===== src/hdl/assert_macros.svh =====
// Assertion shorthands, clocked on clk_i and off while rst_ni is low.
`ifndef ASSERT_MACROS_SVH
`define ASSERT_MACROS_SVH

// Check a property on every clock edge.
`define KSE_ASSERT(lbl, prop, msg) \
  lbl: assert property (@(posedge clk_i) disable iff (!rst_ni) (prop)) else $error(msg);

// Check that a condition in one cycle is followed by another in the next.
`define KSE_ASSERT_NEXT(lbl, ante, cons, msg) \
  lbl: assert property (@(posedge clk_i) disable iff (!rst_ni) (ante) |=> (cons)) \
    else $error(msg);

`endif


===== src/hdl/kse_pkg.sv =====
package kse_pkg;

  localparam int WORD_LEN     = 3;
  localparam int MAX_KMER_LEN = 32;
  localparam int KMER_W       = 64;
  localparam int KLEN_W       = 6;
  localparam int KLEN_RESET   = 27;
  localparam int NBINS        = 1 << (2 * WORD_LEN);
  localparam int BIN_AW       = 2 * WORD_LEN;
  localparam int CNT_W        = 6;
  localparam int CNT_IW       = $clog2(MAX_KMER_LEN);
  localparam int WIN_W        = $clog2(MAX_KMER_LEN - WORD_LEN + 2);
  localparam int LG_FRAC      = 16;
  localparam int WLG_W        = 24;
  localparam int DLG_W        = 20;
  localparam int ACC_W        = WLG_W + 2;
  localparam int NUM_W        = WLG_W + 1;
  localparam int RND_SH       = 3;
  localparam int DIV_SH       = 4;
  localparam int DIV_W        = NUM_W - DIV_SH;
  localparam int STEP_W       = $clog2(DIV_W);
  localparam int OUT_W        = 15;
  localparam int OUT_MAX      = (1 << OUT_W) - 1;
  localparam int CFG_AW       = 3;
  localparam int CFG_DW       = 32;

  localparam logic CFG_IDX_KLEN = 1'b0;

  typedef enum logic [2:0] {
    ST_IDLE,
    ST_COUNT,
    ST_PREP,
    ST_DIV,
    ST_DONE
  } kse_state_e;

  typedef logic [WLG_W-1:0] wlg_tab_t [0:MAX_KMER_LEN];
  typedef logic [DLG_W-1:0] dlg_tab_t [0:MAX_KMER_LEN-1];

  // log2(v) with LG_FRAC fraction bits, fraction by repeated squaring
  function automatic logic [31:0] lg_q16(input int unsigned v);
    int unsigned n;
    logic [63:0] m;
    logic [31:0] frac;
    n    = 0;
    frac = '0;
    if (v == 0) begin
      return '0;
    end
    while (n < 31 && (v >> (n + 1)) != 0) begin
      n++;
    end
    m = 64'(v) << (30 - n);
    for (int i = 0; i < LG_FRAC; i++) begin
      m    = (m * m) >> 30;
      frac = frac << 1;
      if (m >= 64'h8000_0000) begin
        frac = frac | 32'd1;
        m    = m >> 1;
      end
    end
    return (32'(n) << LG_FRAC) | frac;
  endfunction

  // (windows) * log2(K) for each K
  function automatic wlg_tab_t build_wlg();
    wlg_tab_t t;
    logic [63:0] p;
    for (int k = 0; k <= MAX_KMER_LEN; k++) begin
      if (k >= WORD_LEN) begin
        p    = 64'(k + 1 - WORD_LEN) * 64'(lg_q16(k));
        t[k] = p[WLG_W-1:0];
      end else begin
        t[k] = '0;
      end
    end
    return t;
  endfunction

  // growth of c*log2(c) when a bin goes from c to c+1
  function automatic dlg_tab_t build_dlg();
    dlg_tab_t t;
    logic [63:0] hi;
    logic [63:0] lo;
    for (int c = 0; c < MAX_KMER_LEN; c++) begin
      hi   = 64'(c + 1) * 64'(lg_q16(c + 1));
      lo   = 64'(c) * 64'(lg_q16(c));
      hi   = hi - lo;
      t[c] = hi[DLG_W-1:0];
    end
    return t;
  endfunction

  localparam wlg_tab_t WLG = build_wlg();
  localparam dlg_tab_t DLG = build_dlg();

endpackage


===== src/hdl/kse_in_if.sv =====
interface kse_in_if;
  import kse_pkg::*;

  logic              valid;
  logic              ready;
  logic [KMER_W-1:0] kmer_bits;

  modport source (output valid, output kmer_bits, input ready);
  modport sink (input valid, input kmer_bits, output ready);
endinterface


===== src/hdl/kse_out_if.sv =====
interface kse_out_if;
  import kse_pkg::*;

  logic             valid;
  logic             ready;
  logic [OUT_W-1:0] entropy_q12;

  modport source (output valid, output entropy_q12, input ready);
  modport sink (input valid, input entropy_q12, output ready);
endinterface


===== src/hdl/kse_ram.sv =====
module kse_ram #(
  parameter int WIDTH = 8,
  parameter int DEPTH = 64
) (
  input  logic                     clk_i,
  input  logic                     we_i,
  input  logic [$clog2(DEPTH)-1:0] waddr_i,
  input  logic [WIDTH-1:0]         wdata_i,
  input  logic [$clog2(DEPTH)-1:0] raddr_i,
  output logic [WIDTH-1:0]         rdata_o
);

  logic [WIDTH-1:0] mem_q [0:DEPTH-1];
  logic [WIDTH-1:0] rdata_q;

  // read during write returns the old word
  always_ff @(posedge clk_i) begin
    if (we_i) begin
      mem_q[waddr_i] <= wdata_i;
    end
    rdata_q <= mem_q[raddr_i];
  end

  assign rdata_o = rdata_q;

endmodule


===== src/hdl/kmer_shannon_entropy_unit.sv =====
// Port      Dir  Flow control       Word
// kmer_i    in   valid/ready        kmer_bits, 64-bit k-mer, 2 bits per base
// ent_o     out  valid/ready        entropy_q12, unsigned Q3.12 entropy
// apb       in   psel/penable, rdy  kmer_length at byte address 0
//
// An item (K = clamped kmer_length) runs K - 2 window counts through the 2-bit
// base shift register and the bin RAM, then drains, sets up, runs the bit-serial
// divider, loads the result and returns to idle.
// A K below the word length goes straight to the result.
// Reset is asynchronous; bins are tracked by 64 valid flags, no clearing pass.
// A result waits in the output register while the next word is accepted.
`include "assert_macros.svh"

module kmer_shannon_entropy_unit (
  input  logic                        clk_i,
  input  logic                        rst_ni,
  input  logic                        psel,
  input  logic                        penable,
  input  logic                        pwrite,
  input  logic [kse_pkg::CFG_AW-1:0]  paddr,
  input  logic [kse_pkg::CFG_DW-1:0]  pwdata,
  output logic [kse_pkg::CFG_DW-1:0]  prdata,
  output logic                        pready,
  kse_in_if.sink                      kmer_i,
  kse_out_if.source                   ent_o
);
  import kse_pkg::*;

  kse_state_e state_q, state_d;

  logic [KLEN_W-1:0] klen_q;
  logic [KLEN_W-1:0] k_clamp;
  logic [KLEN_W-1:0] k_q;

  logic [KMER_W-1:0] sh_q, sh_d;
  logic [WIN_W-1:0]  win_cnt_q, win_cnt_d;

  logic              s2_vld_q;
  logic [BIN_AW-1:0] s2_addr_q;
  logic              wr_vld_q;
  logic [BIN_AW-1:0] wr_addr_q;
  logic [CNT_W-1:0]  wr_data_q;
  logic [NBINS-1:0]  bin_vld_q, bin_vld_d;
  logic [CNT_W-1:0]  ram_rdata;
  logic [CNT_W-1:0]  old_cnt;
  logic [CNT_W-1:0]  new_cnt;

  logic [ACC_W-1:0]  acc_q, acc_d;
  logic [NUM_W-1:0]  num_pos;
  logic [NUM_W-1:0]  n_sum;

  logic [DIV_W-1:0]  div_q, div_d;
  logic [CNT_IW-1:0] rem_q, rem_d;
  logic [STEP_W-1:0] step_q, step_d;
  logic [KLEN_W-1:0] trial;
  logic              ge;

  logic              out_vld_q, out_vld_d;
  logic [OUT_W-1:0]  out_data_q;
  logic [OUT_W-1:0]  out_sat;

  logic in_rdy, in_acc, issue, prep_en, div_en, out_load;
  logic cfg_wr;

  // ---------------- configuration ----------------
  assign pready = 1'b1;
  assign cfg_wr = psel && penable && pwrite && (paddr[2] == CFG_IDX_KLEN);
  assign prdata = (paddr[2] == CFG_IDX_KLEN) ? CFG_DW'(klen_q) : '0;

  always_ff @(posedge clk_i or negedge rst_ni) begin
    if (!rst_ni) begin
      klen_q <= KLEN_W'(KLEN_RESET);
    end else if (cfg_wr) begin
      klen_q <= pwdata[KLEN_W-1:0];
    end
  end

  assign k_clamp = (klen_q > KLEN_W'(MAX_KMER_LEN)) ? KLEN_W'(MAX_KMER_LEN) : klen_q;

  // ---------------- control ----------------
  assign kmer_i.ready = in_rdy;
  assign in_acc       = kmer_i.valid && in_rdy;

  always_comb begin
    in_rdy   = 1'b0;
    issue    = 1'b0;
    prep_en  = 1'b0;
    div_en   = 1'b0;
    out_load = 1'b0;
    unique case (state_q)
      ST_IDLE:  in_rdy   = 1'b1;
      ST_COUNT: issue    = (win_cnt_q != '0);
      ST_PREP:  prep_en  = 1'b1;
      ST_DIV:   div_en   = 1'b1;
      ST_DONE:  out_load = !out_vld_q || ent_o.ready;
      default: ;
    endcase
  end

  always_comb begin
    state_d = state_q;
    unique case (state_q)
      ST_IDLE: begin
        if (kmer_i.valid) begin
          state_d = (k_clamp < KLEN_W'(WORD_LEN)) ? ST_DONE : ST_COUNT;
        end
      end
      ST_COUNT: begin
        if (win_cnt_q == '0 && !s2_vld_q) begin
          state_d = ST_PREP;
        end
      end
      ST_PREP: state_d = ST_DIV;
      ST_DIV: begin
        if (step_q == '0) begin
          state_d = ST_DONE;
        end
      end
      ST_DONE: begin
        if (out_load) begin
          state_d = ST_IDLE;
        end
      end
      default: state_d = ST_IDLE;
    endcase
  end

  // ---------------- window counting ----------------
  kse_ram #(
    .WIDTH (CNT_W),
    .DEPTH (NBINS)
  ) u_bins (
    .clk_i   (clk_i),
    .we_i    (s2_vld_q),
    .waddr_i (s2_addr_q),
    .wdata_i (new_cnt),
    .raddr_i (sh_q[BIN_AW-1:0]),
    .rdata_o (ram_rdata)
  );

  // forward the write of the previous cycle, mask bins not yet touched
  always_comb begin
    if (wr_vld_q && wr_addr_q == s2_addr_q) begin
      old_cnt = wr_data_q;
    end else if (bin_vld_q[s2_addr_q]) begin
      old_cnt = ram_rdata;
    end else begin
      old_cnt = '0;
    end
  end

  assign new_cnt = old_cnt + CNT_W'(1);

  always_comb begin
    sh_d      = sh_q;
    win_cnt_d = win_cnt_q;
    bin_vld_d = bin_vld_q;
    acc_d     = acc_q;
    if (in_acc) begin
      sh_d      = kmer_i.kmer_bits;
      win_cnt_d = (k_clamp >= KLEN_W'(WORD_LEN)) ?
                  WIN_W'(k_clamp - KLEN_W'(WORD_LEN - 1)) : '0;
      bin_vld_d = '0;
      acc_d     = ACC_W'(WLG[k_clamp]);
    end else begin
      if (issue) begin
        sh_d      = {2'b00, sh_q[KMER_W-1:2]};
        win_cnt_d = win_cnt_q - WIN_W'(1);
      end
      if (s2_vld_q) begin
        bin_vld_d[s2_addr_q] = 1'b1;
        acc_d = acc_q - ACC_W'(DLG[old_cnt[CNT_IW-1:0]]);
      end
    end
  end

  // ---------------- rounding and division ----------------
  assign num_pos = acc_q[ACC_W-1] ? '0 : acc_q[NUM_W-1:0];
  assign n_sum   = num_pos + (NUM_W'(k_q) << RND_SH);

  assign trial = {rem_q, div_q[DIV_W-1]};
  assign ge    = (trial >= k_q);

  always_comb begin
    div_d  = div_q;
    rem_d  = rem_q;
    step_d = step_q;
    if (in_acc) begin
      div_d = '0;
    end else if (prep_en) begin
      div_d  = n_sum[NUM_W-1:DIV_SH];
      rem_d  = '0;
      step_d = STEP_W'(DIV_W - 1);
    end else if (div_en) begin
      div_d  = {div_q[DIV_W-2:0], ge};
      rem_d  = ge ? CNT_IW'(trial - k_q) : trial[CNT_IW-1:0];
      step_d = step_q - STEP_W'(1);
    end
  end

  // ---------------- output register ----------------
  assign out_sat = (div_q[DIV_W-1:OUT_W] != '0) ? OUT_W'(OUT_MAX) : div_q[OUT_W-1:0];

  always_comb begin
    out_vld_d = out_vld_q;
    if (out_load) begin
      out_vld_d = 1'b1;
    end else if (ent_o.ready) begin
      out_vld_d = 1'b0;
    end
  end

  assign ent_o.valid       = out_vld_q;
  assign ent_o.entropy_q12 = out_data_q;

  // ---------------- registers ----------------
  always_ff @(posedge clk_i or negedge rst_ni) begin
    if (!rst_ni) begin
      state_q   <= ST_IDLE;
      s2_vld_q  <= 1'b0;
      wr_vld_q  <= 1'b0;
      bin_vld_q <= '0;
      out_vld_q <= 1'b0;
    end else begin
      state_q   <= state_d;
      s2_vld_q  <= issue;
      wr_vld_q  <= s2_vld_q;
      bin_vld_q <= bin_vld_d;
      out_vld_q <= out_vld_d;
    end
  end

  always_ff @(posedge clk_i) begin
    sh_q      <= sh_d;
    win_cnt_q <= win_cnt_d;
    acc_q     <= acc_d;
    div_q     <= div_d;
    rem_q     <= rem_d;
    step_q    <= step_d;
    s2_addr_q <= sh_q[BIN_AW-1:0];
    wr_addr_q <= s2_addr_q;
    wr_data_q <= new_cnt;
    if (in_acc) begin
      k_q <= k_clamp;
    end
    if (out_load) begin
      out_data_q <= out_sat;
    end
  end

  // ---------------- assertions ----------------
  `KSE_ASSERT(a_cnt_bound, s2_vld_q |-> (old_cnt < CNT_W'(MAX_KMER_LEN - WORD_LEN + 1)), "bin count exceeds window count")
  `KSE_ASSERT(a_div_clean, (state_q == ST_DIV) |-> (win_cnt_q == '0 && !s2_vld_q && !wr_vld_q), "division started with counting unfinished")
  `KSE_ASSERT(a_out_src, $rose(out_vld_q) |-> $past(state_q == ST_DONE), "result shown outside result load")
  `KSE_ASSERT_NEXT(a_acc_busy, in_acc, (state_q != ST_IDLE), "accepted word left the unit idle")

endmodule


===== src/flat_wrapper.sv =====
// flat-port wrapper written by rule: the top's interface ports become plain ports
module kmer_shannon_entropy_unit_flat import kse_pkg::*;
  (clk_i, rst_ni, psel, penable, pwrite, paddr, pwdata, prdata, pready, kmer_i_valid, kmer_i_kmer_bits, kmer_i_ready, ent_o_valid, ent_o_entropy_q12, ent_o_ready);
  kse_in_if kmer_i_i ();
  kse_out_if ent_o_i ();
  input  logic clk_i;
  input  logic rst_ni;
  input  logic psel;
  input  logic penable;
  input  logic pwrite;
  input  logic [kse_pkg::CFG_AW-1:0] paddr;
  input  logic [kse_pkg::CFG_DW-1:0] pwdata;
  output logic [kse_pkg::CFG_DW-1:0] prdata;
  output logic pready;
  input wire logic [$bits(kmer_i_i.valid)-1:0] kmer_i_valid;
  input wire logic [$bits(kmer_i_i.kmer_bits)-1:0] kmer_i_kmer_bits;
  output wire logic [$bits(kmer_i_i.ready)-1:0] kmer_i_ready;
  output wire logic [$bits(ent_o_i.valid)-1:0] ent_o_valid;
  output wire logic [$bits(ent_o_i.entropy_q12)-1:0] ent_o_entropy_q12;
  input wire logic [$bits(ent_o_i.ready)-1:0] ent_o_ready;
  assign kmer_i_i.valid = kmer_i_valid;
  assign kmer_i_i.kmer_bits = kmer_i_kmer_bits;
  assign kmer_i_ready = kmer_i_i.ready;
  assign ent_o_valid = ent_o_i.valid;
  assign ent_o_entropy_q12 = ent_o_i.entropy_q12;
  assign ent_o_i.ready = ent_o_ready;
  kmer_shannon_entropy_unit u_core (.clk_i(clk_i), .rst_ni(rst_ni), .psel(psel), .penable(penable), .pwrite(pwrite), .paddr(paddr), .pwdata(pwdata), .prdata(prdata), .pready(pready), .kmer_i(kmer_i_i), .ent_o(ent_o_i));
endmodule

===== config.mk =====
export PLATFORM = sky130hd
export DESIGN_NAME = kmer_shannon_entropy_unit_flat
export DESIGN_NICKNAME = d
export VERILOG_FILES = /design/src/hdl/kse_pkg.sv /design/src/hdl/kse_in_if.sv /design/src/hdl/kse_out_if.sv /design/src/hdl/kse_ram.sv /design/src/hdl/kmer_shannon_entropy_unit.sv /design/src/flat_wrapper.sv
export VERILOG_INCLUDE_DIRS = /design/src /design/src/hdl
export SDC_FILE = /design/constraint.sdc
export NUM_CORES = 1
export LEC_CHECK = 0
export BUFFER_PORTS_ARGS = -buffer_cell sky130_fd_sc_hd__buf_2
export CORE_UTILIZATION = 40
export DETAILED_ROUTE_END_ITERATION = 10
export GPL_TIMING_DRIVEN = 1
export SYNTH_ARGS = -nofsm -noshare
export SYNTH_HDL_FRONTEND = slang
export SYNTH_HIERARCHICAL = 1
export SYNTH_SLANG_ARGS = --single-unit

===== constraint.sdc =====
create_clock -name clk_i -period 8.9 [get_ports clk_i]
set_input_delay 1.335 -clock clk_i [delete_from_list [all_inputs] [get_ports clk_i]]
set_output_delay 1.335 -clock clk_i [all_outputs]
set_load 0.05 [all_outputs]

==> impl_results.md, run 1 <==
- IO buf count: 100
- Worst Tran Pin Value: 1.28 ns
- Die Wd: about 260 um
- WL/cell: 20.2 um
- Initial DRC count: approximately 1400
- HP Start: u_core/div_q[7]$_SDFFE_PP0P_
- Sw Pwr: 4420 uW
- Fin cells: 3149
- Post-DP HPWL: 41.1 mm
- Endpoints failing setup: 0
- Critical path class: register to register
- CTS Buffer Depth: 3
- Fin. Hold Viols: 0
- Clk root buf: clkbuf_16
- Full die area: 68500 sq um
- Cell count after placement: 3038
- Min Tclk post-route: ~7.3 ns
- Power density over the cells: 389 nW/um^2
- Layout cells sized above 1: 0.161
- Clock network power share: 0.213
- Avg Cell Area, Syn: 12.3 sq um
- Gr ovfl total: 0
- Critical path origin: u_core/s2_addr_q[1]$_DFF_P_
- Comb pwr share: 0.416
- # hold bufs at CTS: 0
- Vias per inst: between 5 and 6
- Min Hold Slack: 0.478 ns
- Fmax: 137 MHz
- Starting Density: 0.407
- Routability Congestion: 0.896
- Area of the mapped netlist: 27000 sq um
- Initial antenna violation count: 0
- Vias in the first global route: 17135
- Largest net degree at the start of global routing: 100
- Post-route setup TNS: 0 ns
- Fill count: 5964
- Critical Path AT: 7.61 ns
- Int Pwr: 7220 uW
- Core area: 66200 sq um
- Skew-Pair Late Insertion Delay: 0.63 ns
- Worst Skew: 0.0300 ns
- RSZ-0062 raised after global routing: no
- CTS tree: built
- Max-slew violations: 0
- Lkg Pwr: 0.0110 uW
- Hold path depth: 2
- Worst vdd ir: 0.229 mV
- Clk sinks: ~570
- Max_slew headroom: 0.148
- Num CTS Buffers: 59
- Row Count: 94
- Post-route clock period utilization: 0.818
- Post-CTS Setup Bufs: 0
- Antenna Nets Post-Route: 0
- FF-to-FF path depth: 23
- Post-CTS resize count: 0
- YS warnings: 6
- Area Growth Syn to Fin: 11.0%
- Startpoint Class: register
- Layout Nets: roughly 2400
- WL final: around 64 mm
- Sequential share of power: 0.371
- RR Startpoint: u_core/s2_addr_q[1]$_DFF_P_
- GRT Util Overall: 0.186
- Vias: 17505
- Residual DRC: 0
- Drt first pass iters: 5
- H-Tree Depth: 2
- CP max FO: 77
- Required @ worst endpoint: 9.24 ns
- Syn Inst Count: 2189
- MaxCap Viol Count: 0
- Status: finished clean
- First-pass GRT wire length: 98.9 mm
- HP Class: register to register
- Number of I/O pins: 156
- Crit. End Element: register
- Sw Ratio: 0.380
- Die height: 262 um
- Clk pin slew, worst setup/hold paths: 0.06 ns
[flip-flops by register name, indices dropped and copies added, names as in the netlist, 6 cells and up]
name,cells
u_core/acc_q,26
u_core/u_bins/mem_q,320
u_core/bin_vld_q,64
u_core/s2_addr_q,6
u_core/klen_q,6
u_core/div_q,21
u_core/k_q,6
u_core/wr_addr_q,6
u_core/sh_q,64
u_core/ent_o.entropy_q12,15
[worst paths after layout]
path	end	slack, ns
worst max-delay path	u_core/acc_q[19]$_DFFE_PP_	1.62
worst min-delay path	u_core/div_q[7]$_SDFFE_PP0P_	0.48
worst max register to register	u_core/acc_q[19]$_DFFE_PP_	1.62
worst min register to register	u_core/div_q[7]$_SDFFE_PP0P_	0.48
max in group asynchronous	u_core/bin_vld_q[6]$_DFFE_PN0P_	7.27
min in group asynchronous	u_core/state_q[1]$_DFFE_PN0P_	0.88
[power by group through the flow]
stage | registers (uW) | logic, uW | clock network [uW]
after global placement | 4330 | 4720 | 0
after global routing | 4380 | 5370 | 2640
final | 4310 | 4840 | 2480
after CTS | 4310 | 4850 | 2550
after floorplan | 4140 | 3830 | 0
after detailed placement | 4360 | 4820 | 0
[critical path: stages, from the launching register on]
cell and delay (ns):
dfxtp_1 1.04, buf_4 0.35, mux2i_1 0.21, a2bb2oi_1 0.25
o211ai_1 0.16, a221oi_2 0.37, nand3_4 0.22, a31o_4 0.35
inv_2 0.07, buf_4 0.60, ha_1 0.45, mux2i_1 0.12
o211a_1 0.26, ha_1 0.27, nor2b_1 0.12, o21ai_0 0.21
a21oi_1 0.16, o2111ai_1 0.29, a21boi_1 0.13, or3_1 0.42
a221o_1 0.42, a21oi_1 0.21, and4b_1 0.22, nor3_1 0.06
[per-layer routing]
layer  up-vias  part of all wire  global-route usage
li1       8152                 -                   -
met1      8750              0.46               0.270
met2       507              0.47               0.291
met3        96             0.054              0.0308
met4         0             0.022              0.0488
met5         -                 0                   0
[through the flow]
| step | instance area, sq um | power [uW] | setup slack [ns] | util |
|---|---|---|---|---|
| 3_5_place_dp | 28000 | 9180 | 1.72 | 0.422 |
| 3_3_place_gp | 28000 | 9050 | 1.83 | 0.422 |
| 5_1_grt | 29900 | 12400 | 1.18 | 0.452 |
| 6_report | 29900 | 11600 | 1.62 | 0.452 |
| 4_1_cts | 29900 | 11700 | 1.68 | 0.452 |
| 2_1_floorplan | 27100 | 7970 | 2.69 | - |
[area by class of cell]
class	instances	area (sq um)	area share
flip-flops and latches	565	16100	0.539
multi-input cells	1438	9860	0.329
clock buffers	85	1670	0.0556
well taps	864	1080	0.0361
repair buffers	125	691	0.0231
clock inverters	25	317	0.0106
inverters	46	178	0.00593
diodes	1	2.50	0.0000836
[cells in the final DEF, fill, tap and decap left out, types with 14 or more instances in the layout]
| cell type | n |
|---|---|
| o22ai_1 | 38 |
| clkbuf_16 | 60 |
| nand2_1 | 286 |
| nor2b_1 | 29 |
| ha_1 | 52 |
| edfxtp_1 | 444 |
| or2_2 | 22 |
| nand2b_1 | 33 |
| inv_1 | 41 |
| a21oi_1 | 152 |
| mux4_2 | 79 |
| nand3_1 | 31 |
| buf_4 | 26 |
| mux2_2 | 19 |
| dfxtp_1 | 45 |
| nor3_1 | 31 |
| nor2_1 | 232 |
| and3_1 | 19 |
| a211oi_1 | 15 |
| o21ai_0 | 68 |
| xor2_1 | 21 |
| xnor2_1 | 36 |
| a31oi_1 | 23 |
| o211ai_1 | 16 |
| dfrtp_1 | 72 |
| mux2i_1 | 26 |
| clkbuf_1 | 18 |
| buf_2 | 99 |
| a221oi_1 | 14 |
| conb_1 | 27 |
Power figures use the tool's default switching activity.
==> run 2: changes to the inputs <==
==> constraint.sdc (replaced) <==
create_clock -name clk_i -period 6.7 [get_ports clk_i]
set_input_delay 1.005 -clock clk_i [delete_from_list [all_inputs] [get_ports clk_i]]
set_output_delay 1.005 -clock clk_i [all_outputs]
set_load 0.05 [all_outputs]
==> run 2 against run 1 <==
Effect of this change: non-clock buffer count grew 20; flip-flop and latch count did not move; first-iteration DRC count up 6.9%; sequential power grew 32%; sequential share of layout area is 0.41 points lower; design area grew 0.77%.
==> impl_results.md, run 2 (synthesis gave the netlist of run 1 again) <==
- RSZ-0062 raised after global routing: no
- Die height: 262 um (unchanged)
- Fin area: 30200 sq um (+0.77%)
- CTS tree: built
- Core area: 66200 sq um (unchanged)
- CP max FO: 37 (-52%)
- Clk root buf: clkbuf_16
- Worst Skew: 0.0152 ns (-0.0148 ns)
- MaxCap Viol Count: 0 (unchanged)
- Max-slew violations: 0 (unchanged)
- Top flop regs: u_core/u_bins/mem_q: 320 flops, u_core/bin_vld_q: 64 flops, u_core/sh_q: 64 flops
- WL/cell: 20.4 um (+0.67%)
- Fin. Hold Viols: 0 (unchanged)
- WL final: 64.6 mm (+1.4%)
- Biggest register: u_core/u_bins/mem_q
- Antenna Nets Post-Route: 0 (unchanged)
- Vias: 17593 (+0.50%)
- Drt first pass iters: 5 (unchanged)
- Most common cell after layout, fill and taps aside: edfxtp_1
- Sw Pwr: 5940 uW (+34%)
- Area Growth Syn to Fin: 11.9%
- FF-to-FF path depth: 21 (-8.7%)
- Clk pin slew, worst setup/hold paths: 0.06 ns (about the same)
- Worst Tran Pin Value: 1.15 ns (-0.130 ns)
- Layout cells sized above 1: 0.172 (+0.0105)
- Clk sinks: 565 (unchanged)
- Post-DP HPWL: 41.6 mm (+1.3%)
- # hold bufs at CTS: 0 (unchanged)
- HP Class: primary input to asynchronous set/reset pin
- Critical path class: register to register
- Lkg Pwr: 0.0111 uW (+1.2%)
- Min Tclk post-route: 6.20 ns (-1.08 ns)
- Die Wd: 262 um (unchanged)
- Clock network power share: 0.214 (about the same)
- Design Power: 15600 uW (+34%)
- Vias in the first global route: 17120 (-0.088%)
- Critical path origin: u_core/s2_addr_q[1]$_DFF_P_
- Int Pwr: 9690 uW (+34%)
- Num CTS Buffers: 60 (+1.7%)
- Number of I/O pins: 156 (unchanged)
- H-Tree Depth: 2 (unchanged)
- Fmax: 161 MHz (+17%)
- Largest net degree at the start of global routing: 107 (+7.0%)
- Starting Density: 0.407 (unchanged)
- Fill count: 5968 (+0.067%)
- GRT Util Overall: 0.188 (+0.00144)
- Diodes inserted: 0 (-1)
- Post-route setup TNS: 0 ns (unchanged)
- Worst vdd ir: 0.256 mV (+12%)
- CTS Buffer Depth: 3 (unchanged)
- Endpoints failing setup: 0 (unchanged)
- Critical Path AT: 6.56 ns (-1.05 ns)
- Full die area: 68500 sq um (unchanged)
- Post-route clock period utilization: 0.925 (+0.108)
- Placed cell area: 28200 sq um (+0.72%)
- Core Util, Final: 0.456 (+0.00350)
- Power density over the cells: 518 nW/um^2 (+33%)
- Comb pwr share: 0.421 (+0.005)
- Sw Ratio: 0.380 (about the same)
- Crit. End Element: register
- IO buf count: 100 (unchanged)
- Max_slew headroom: 0.235 (+0.0871)
- First-pass GRT wire length: 99.4 mm (+0.49%)
- Skew-Pair Late Insertion Delay: 0.62 ns (about the same)
- Layout Nets: 2418 (+0.88%)
- Initial antenna violation count: 0 (unchanged)
- Row Count: 94 (unchanged)
- Max reg flops: 320 (unchanged)
- Startpoint Class: register
- Required @ worst endpoint: 7.06 ns (-2.18 ns)
- Routability Congestion: 0.911 (+1.7%)
- Initial DRC count: 1507 (+6.9%)
- Sequential share of power: 0.365 (-0.006)
- RR Startpoint: u_core/s2_addr_q[1]$_DFF_P_
- Post-CTS resize count: 0 (unchanged)
- Status: finished clean
- Most frequent cells in the layout: edfxtp_1 (444), nand2_1 (286), nor2_1 (232)
- Post-CTS Setup Bufs: 0 (unchanged)
- Gr ovfl total: 0 (unchanged)
- Vias per inst: 5.55 (-0.19%)
- Residual DRC: 0 (unchanged)
==> run 2: changes by cell type in the layout (fill, tap and decap cells not counted), moves of 2 or more <==
cell       delta
bufinv_16     -4
buf_12        +4
clkbuf_16     +2
clkbuf_8     +10
clkinv_1      -5
buf_4        +16
inv_4         -2
==> run 2: power by group through the flow <==
stage,registers (uW),clock network (uW),logic (uW)
5_1_grt,5790,3550,7300
6_report,5700,3350,6590
3_5_place_dp,5750,0,6550
4_1_cts,5690,3420,6580
3_3_place_gp,5730,0,6410
2_1_floorplan,5500,0,5080
==> run 2: area by class of cell <==
class	count	area [sq um]	area share
Clock buffer	99	1860	0.0618
Inverter	46	178	0.00589
Tap cell	864	1080	0.0358
Clock inverter	14	150	0.00498
Multi-Input combinational cell	1438	9860	0.327
Timing Repair Buffer	145	891	0.0295
Sequential cell	565	16100	0.535
==> run 2: metrics by stage <==
step / hold slack (ns) / instances / worst slack [ns]
after detailed placement: 0.467 / 3058 / 0.347
after global placement: 0.463 / 3058 / 0.471
final: 0.194 / 3171 / 0.501
after CTS: 0.157 / 3171 / 0.326
after global routing: 0.161 / 3171 / 0.0365
after floorplan: 0.344 / 2214 / 0.488
==> run 2: per-layer routing <==
metal	up-vias	share of wire	GRT usage
met1	8772	0.45	0.269
met4	0	0.022	0.0536
met5	-	0	0
met3	101	0.060	0.0350
li1	8179	-	-
met2	541	0.46	0.292
==> run 2: critical path, cell delays in order, from the launching register on <==
cell       delay, ns
dfxtp_1         0.69
buf_12          0.27
mux2i_1         0.23
a2bb2oi_1       0.17
o211ai_1        0.11
a221oi_2        0.36
nand3_4         0.22
a31o_4          0.35
inv_2           0.17
buf_4           0.36
nor2_1          0.16
nor3b_1         0.32
o22ai_1         0.19
ha_1            0.24
or3_1           0.37
o2111ai_1       0.25
a21boi_1        0.13
or3_1           0.41
a221o_1         0.42
a21oi_1         0.24
and4b_1         0.21
nor3_1          0.05
==> run 2: path summary, 6_finish.rpt <==
kind,to,slack (ns)
worst max-delay path,u_core/acc_q[19]$_DFFE_PP_,0.50
worst min-delay path,u_core/state_q[2]$_DFFE_PN0P_,0.19
worst max register to register,u_core/acc_q[19]$_DFFE_PP_,0.50
worst min register to register,u_core/div_q[0]$_SDFFE_PP0P_,0.48
max in group asynchronous,u_core/bin_vld_q[30]$_DFFE_PN0P_,5.33
min in group clk_i,u_core/div_q[0]$_SDFFE_PP0P_,0.48
==> run 3: changes to the inputs <==
--- a/config.mk
+++ b/config.mk
@@ -7,9 +7,14 @@
 export NUM_CORES = 1
 export LEC_CHECK = 0
 export BUFFER_PORTS_ARGS = -buffer_cell sky130_fd_sc_hd__buf_2
+export CAP_MARGIN = 0
+export CELL_PAD_IN_SITES_DETAIL_PLACEMENT = 0
+export CELL_PAD_IN_SITES_GLOBAL_PLACEMENT = 2
 export CORE_UTILIZATION = 40
 export DETAILED_ROUTE_END_ITERATION = 10
 export GPL_TIMING_DRIVEN = 1
+export PLACE_DENSITY_LB_ADDON = 0.1
+export REMOVE_ABC_BUFFERS = 1
 export SYNTH_ARGS = -nofsm -noshare
 export SYNTH_HDL_FRONTEND = slang
 export SYNTH_HIERARCHICAL = 1
==> run 3 against run 2 <==
Effect of this change: flip-flop and latch count did not move; core utilization is 0.23 points higher; sequential power fell by 0.9%; global-route usage increased by 1.3 points; maximum frequency hardly changed; combinational power increased by 3.2%; design area increased by 0.51%; sequential share of layout area is 0.27 points lower; setup slack better by 0.0015 ns; clock-buffer cell count shrank 14; die area unchanged; critical path type unchanged; critical endpoint unchanged; largest power group unchanged; highest routed layer is now met5.
==> impl_results.md, run 3 (synthesis gave the netlist of run 1 again) <==
- Status: finished clean
- Post-CTS Setup Bufs: 0 (unchanged)
- HP Class: primary input to asynchronous set/reset pin
- Largest net degree at the start of global routing: 87 (-19%)
- Residual DRC: 0 (unchanged)
- Clk root buf: clkbuf_16
- Crit. End Element: register
- Vias: 17457 (-0.77%)
- Skew-Pair Late Insertion Delay: 0.63 ns (about the same)
- MaxCap Viol Count: 0 (unchanged)
- First-pass GRT wire length: 105 mm (+5.4%)
- Drt first pass iters: 5 (unchanged)
- Core area: 66200 sq um (unchanged)
- RSZ-0062 raised after global routing: no
- Critical path class: register to register
- Diodes inserted: 0 (unchanged)
- Row Count: 94 (unchanged)
- Post-route setup TNS: 0 ns (unchanged)
- Dpl ws: 0.455 ns (+0.108 ns)
- Cell count after placement: 3079 (+0.69%)
- Final worst slack: 0.502 ns (+0.00150 ns)
- Die height: 262 um (unchanged)
- Reg area: 16100 sq um (about the same)
- Startpoint Class: register
- Fill count: 6044 (+1.3%)
- CTS Buffer Depth: 3 (unchanged)
- Fmax: 161 MHz (about the same)
- CTS tree: built
- Starting Density: 0.407 (unchanged)
- Fin. Hold Viols: 0 (unchanged)
- WL final: 68.2 mm (+5.6%)
- Post-DP HPWL: 44.3 mm (+6.3%)
- Layout Nets: 2438 (+0.83%)
- WL/cell: 21.4 um (+4.9%)
- Worst Skew: 0.0218 ns (+0.00653 ns)
- Max_slew headroom: 0.274 (+0.0394)
- Top flop regs: u_core/u_bins/mem_q: 320 flops, u_core/bin_vld_q: 64 flops, u_core/sh_q: 64 flops
- Fin cells: 3191 (+0.63%)
- GRT Util Overall: 0.201 (+0.0127)
- Min Tclk post-route: 6.20 ns (-0.00150 ns)
- FF-to-FF path depth: 22 (+4.8%)
- Layout cells sized above 1: 0.180 (+0.00884)
- Initial antenna violation count: 2 (+2)
- Most common cell after layout, fill and taps aside: edfxtp_1
- Lkg Pwr: 0.0113 uW (+1.0%)
- Critical Path AT: 6.56 ns (about the same)
- Clk sinks: 565 (unchanged)
- Vias in the first global route: 17261 (+0.82%)
- Required @ worst endpoint: 7.06 ns (about the same)
- Number of I/O pins: 156 (unchanged)
- Max reg flops: 320 (unchanged)
- Endpoints failing setup: 0 (unchanged)
- Biggest register: u_core/u_bins/mem_q
- Worst vdd ir: 0.338 mV (+32%)
- Clk pin slew, worst setup/hold paths: 0.06 ns (about the same)
- CP max FO: 12 (-68%)
- H-Tree Depth: 2 (unchanged)
- Power density over the cells: 522 nW/um^2 (+0.80%)
- Max-slew violations: 0 (unchanged)
- IO buf count: 100 (unchanged)
- Routability Congestion: 0.818 (-10%)
- Num CTS Buffers: 59 (-1.7%)
- Die Wd: 262 um (unchanged)
- Worst Tran Pin Value: 1.09 ns (-0.0567 ns)
- Antenna Nets Post-Route: 0 (unchanged)
- Gr ovfl total: 0 (unchanged)
- Area Growth Syn to Fin: 12.4%
- Vias per inst: 5.47 (-1.4%)
- Most frequent cells in the layout: edfxtp_1 (444), nand2_1 (286), nor2_1 (232)
- Post-route clock period utilization: 0.925 (about the same)
- Multi-input gate area: 9860 sq um (unchanged)
- Full die area: 68500 sq um (unchanged)
- Initial DRC count: 1224 (-19%)
[run 3: cell types whose count changed in the layout (fill, tap and decap cells not counted), moves of 3 or more]
cell,previous run,this run
buf_12,4,1
buf_4,42,66
clkbuf_1,19,11
clkbuf_8,17,10
clkinv_1,3,8
clkinv_2,3,12
[run 3: worst max-delay path, stage by stage, from the launching register on]
cell,delay [ns]
dfxtp_1,0.71
buf_4,0.26
mux2_2,0.35
a221oi_2,0.27
o22ai_1,0.12
a22oi_2,0.28
nand3_4,0.21
a31o_2,0.38
inv_2,0.13
ha_1,0.25
nand2_1,0.10
a32oi_1,0.20
a22o_1,0.18
ha_1,0.27
a21o_1,0.19
or3_1,0.33
o2111ai_1,0.25
a21boi_1,0.14
or3_1,0.38
a221o_1,0.43
a21oi_1,0.23
and4b_1,0.21
nor3_1,0.05
[run 3: worst paths after layout]
kind | from | endpoint | slack, ns
min | rst_ni | u_core/klen_q[5]$_DFFE_PN0P_ | 0.25
max | u_core/s2_addr_q[0]$_DFF_P_ | u_core/acc_q[19]$_DFFE_PP_ | 0.50
min reg2reg | u_core/div_q[7]$_SDFFE_PP0P_ | u_core/div_q[7]$_SDFFE_PP0P_ | 0.47
min in group clk_i | u_core/div_q[7]$_SDFFE_PP0P_ | u_core/div_q[7]$_SDFFE_PP0P_ | 0.47
max in group asynchronous | rst_ni | u_core/bin_vld_q[52]$_DFFE_PN0P_ | 5.30
max reg2reg | u_core/s2_addr_q[0]$_DFF_P_ | u_core/acc_q[19]$_DFFE_PP_ | 0.50
[run 3: metrics by stage]
| step | hold slack (ns) | cell area, sq um | util | total power, uW |
|---|---|---|---|---|
| floorplan | 0.441 | 26100 | - | 10400 |
| global placement | 0.465 | 28300 | 0.427 | 12500 |
| detailed placement | 0.467 | 28300 | 0.427 | 12600 |
| CTS | 0.223 | 30300 | 0.458 | 16000 |
| global route | 0.230 | 30300 | 0.458 | 17000 |
| finish | 0.252 | 30300 | 0.458 | 15800 |
[run 3: layer usage]
metal	global-route usage	vias to the layer above	wire length (um)
met2	0.311	399	31400
li1	-	8222	-
met3	0.0341	85	3620
met4	0.0431	2	1100
met5	0	-	15
met1	0.295	8749	32000
[run 3: layout make-up]
cell class / instances / share of cell area
clock buffer: 85 / 0.0587
clock inverter: 27 / 0.00875
inverter: 46 / 0.00586
multi-input combinational: 1438 / 0.325
sequential: 565 / 0.532
tap: 864 / 0.0357
timing repair buffer: 166 / 0.0333
[run 3: where the power goes]
part / total [uW] / internal, uW / switching [uW] / leakage, uW
combinational: 6800 / 2670 / 4140 / 0.00474
sequential: 5650 / 5140 / 503 / 0.00550
clock: 3390 / 2000 / 1390 / 0.00102
total: 15800 / 9810 / 6030 / 0.0113
[run 3: timing repair]
| item | CTS | global route |
|---|---|---|
| resized for setup | 0 | 2 |
| setup endpoints to repair | 0 | 5 |
| hold buffers | 0 | 0 |
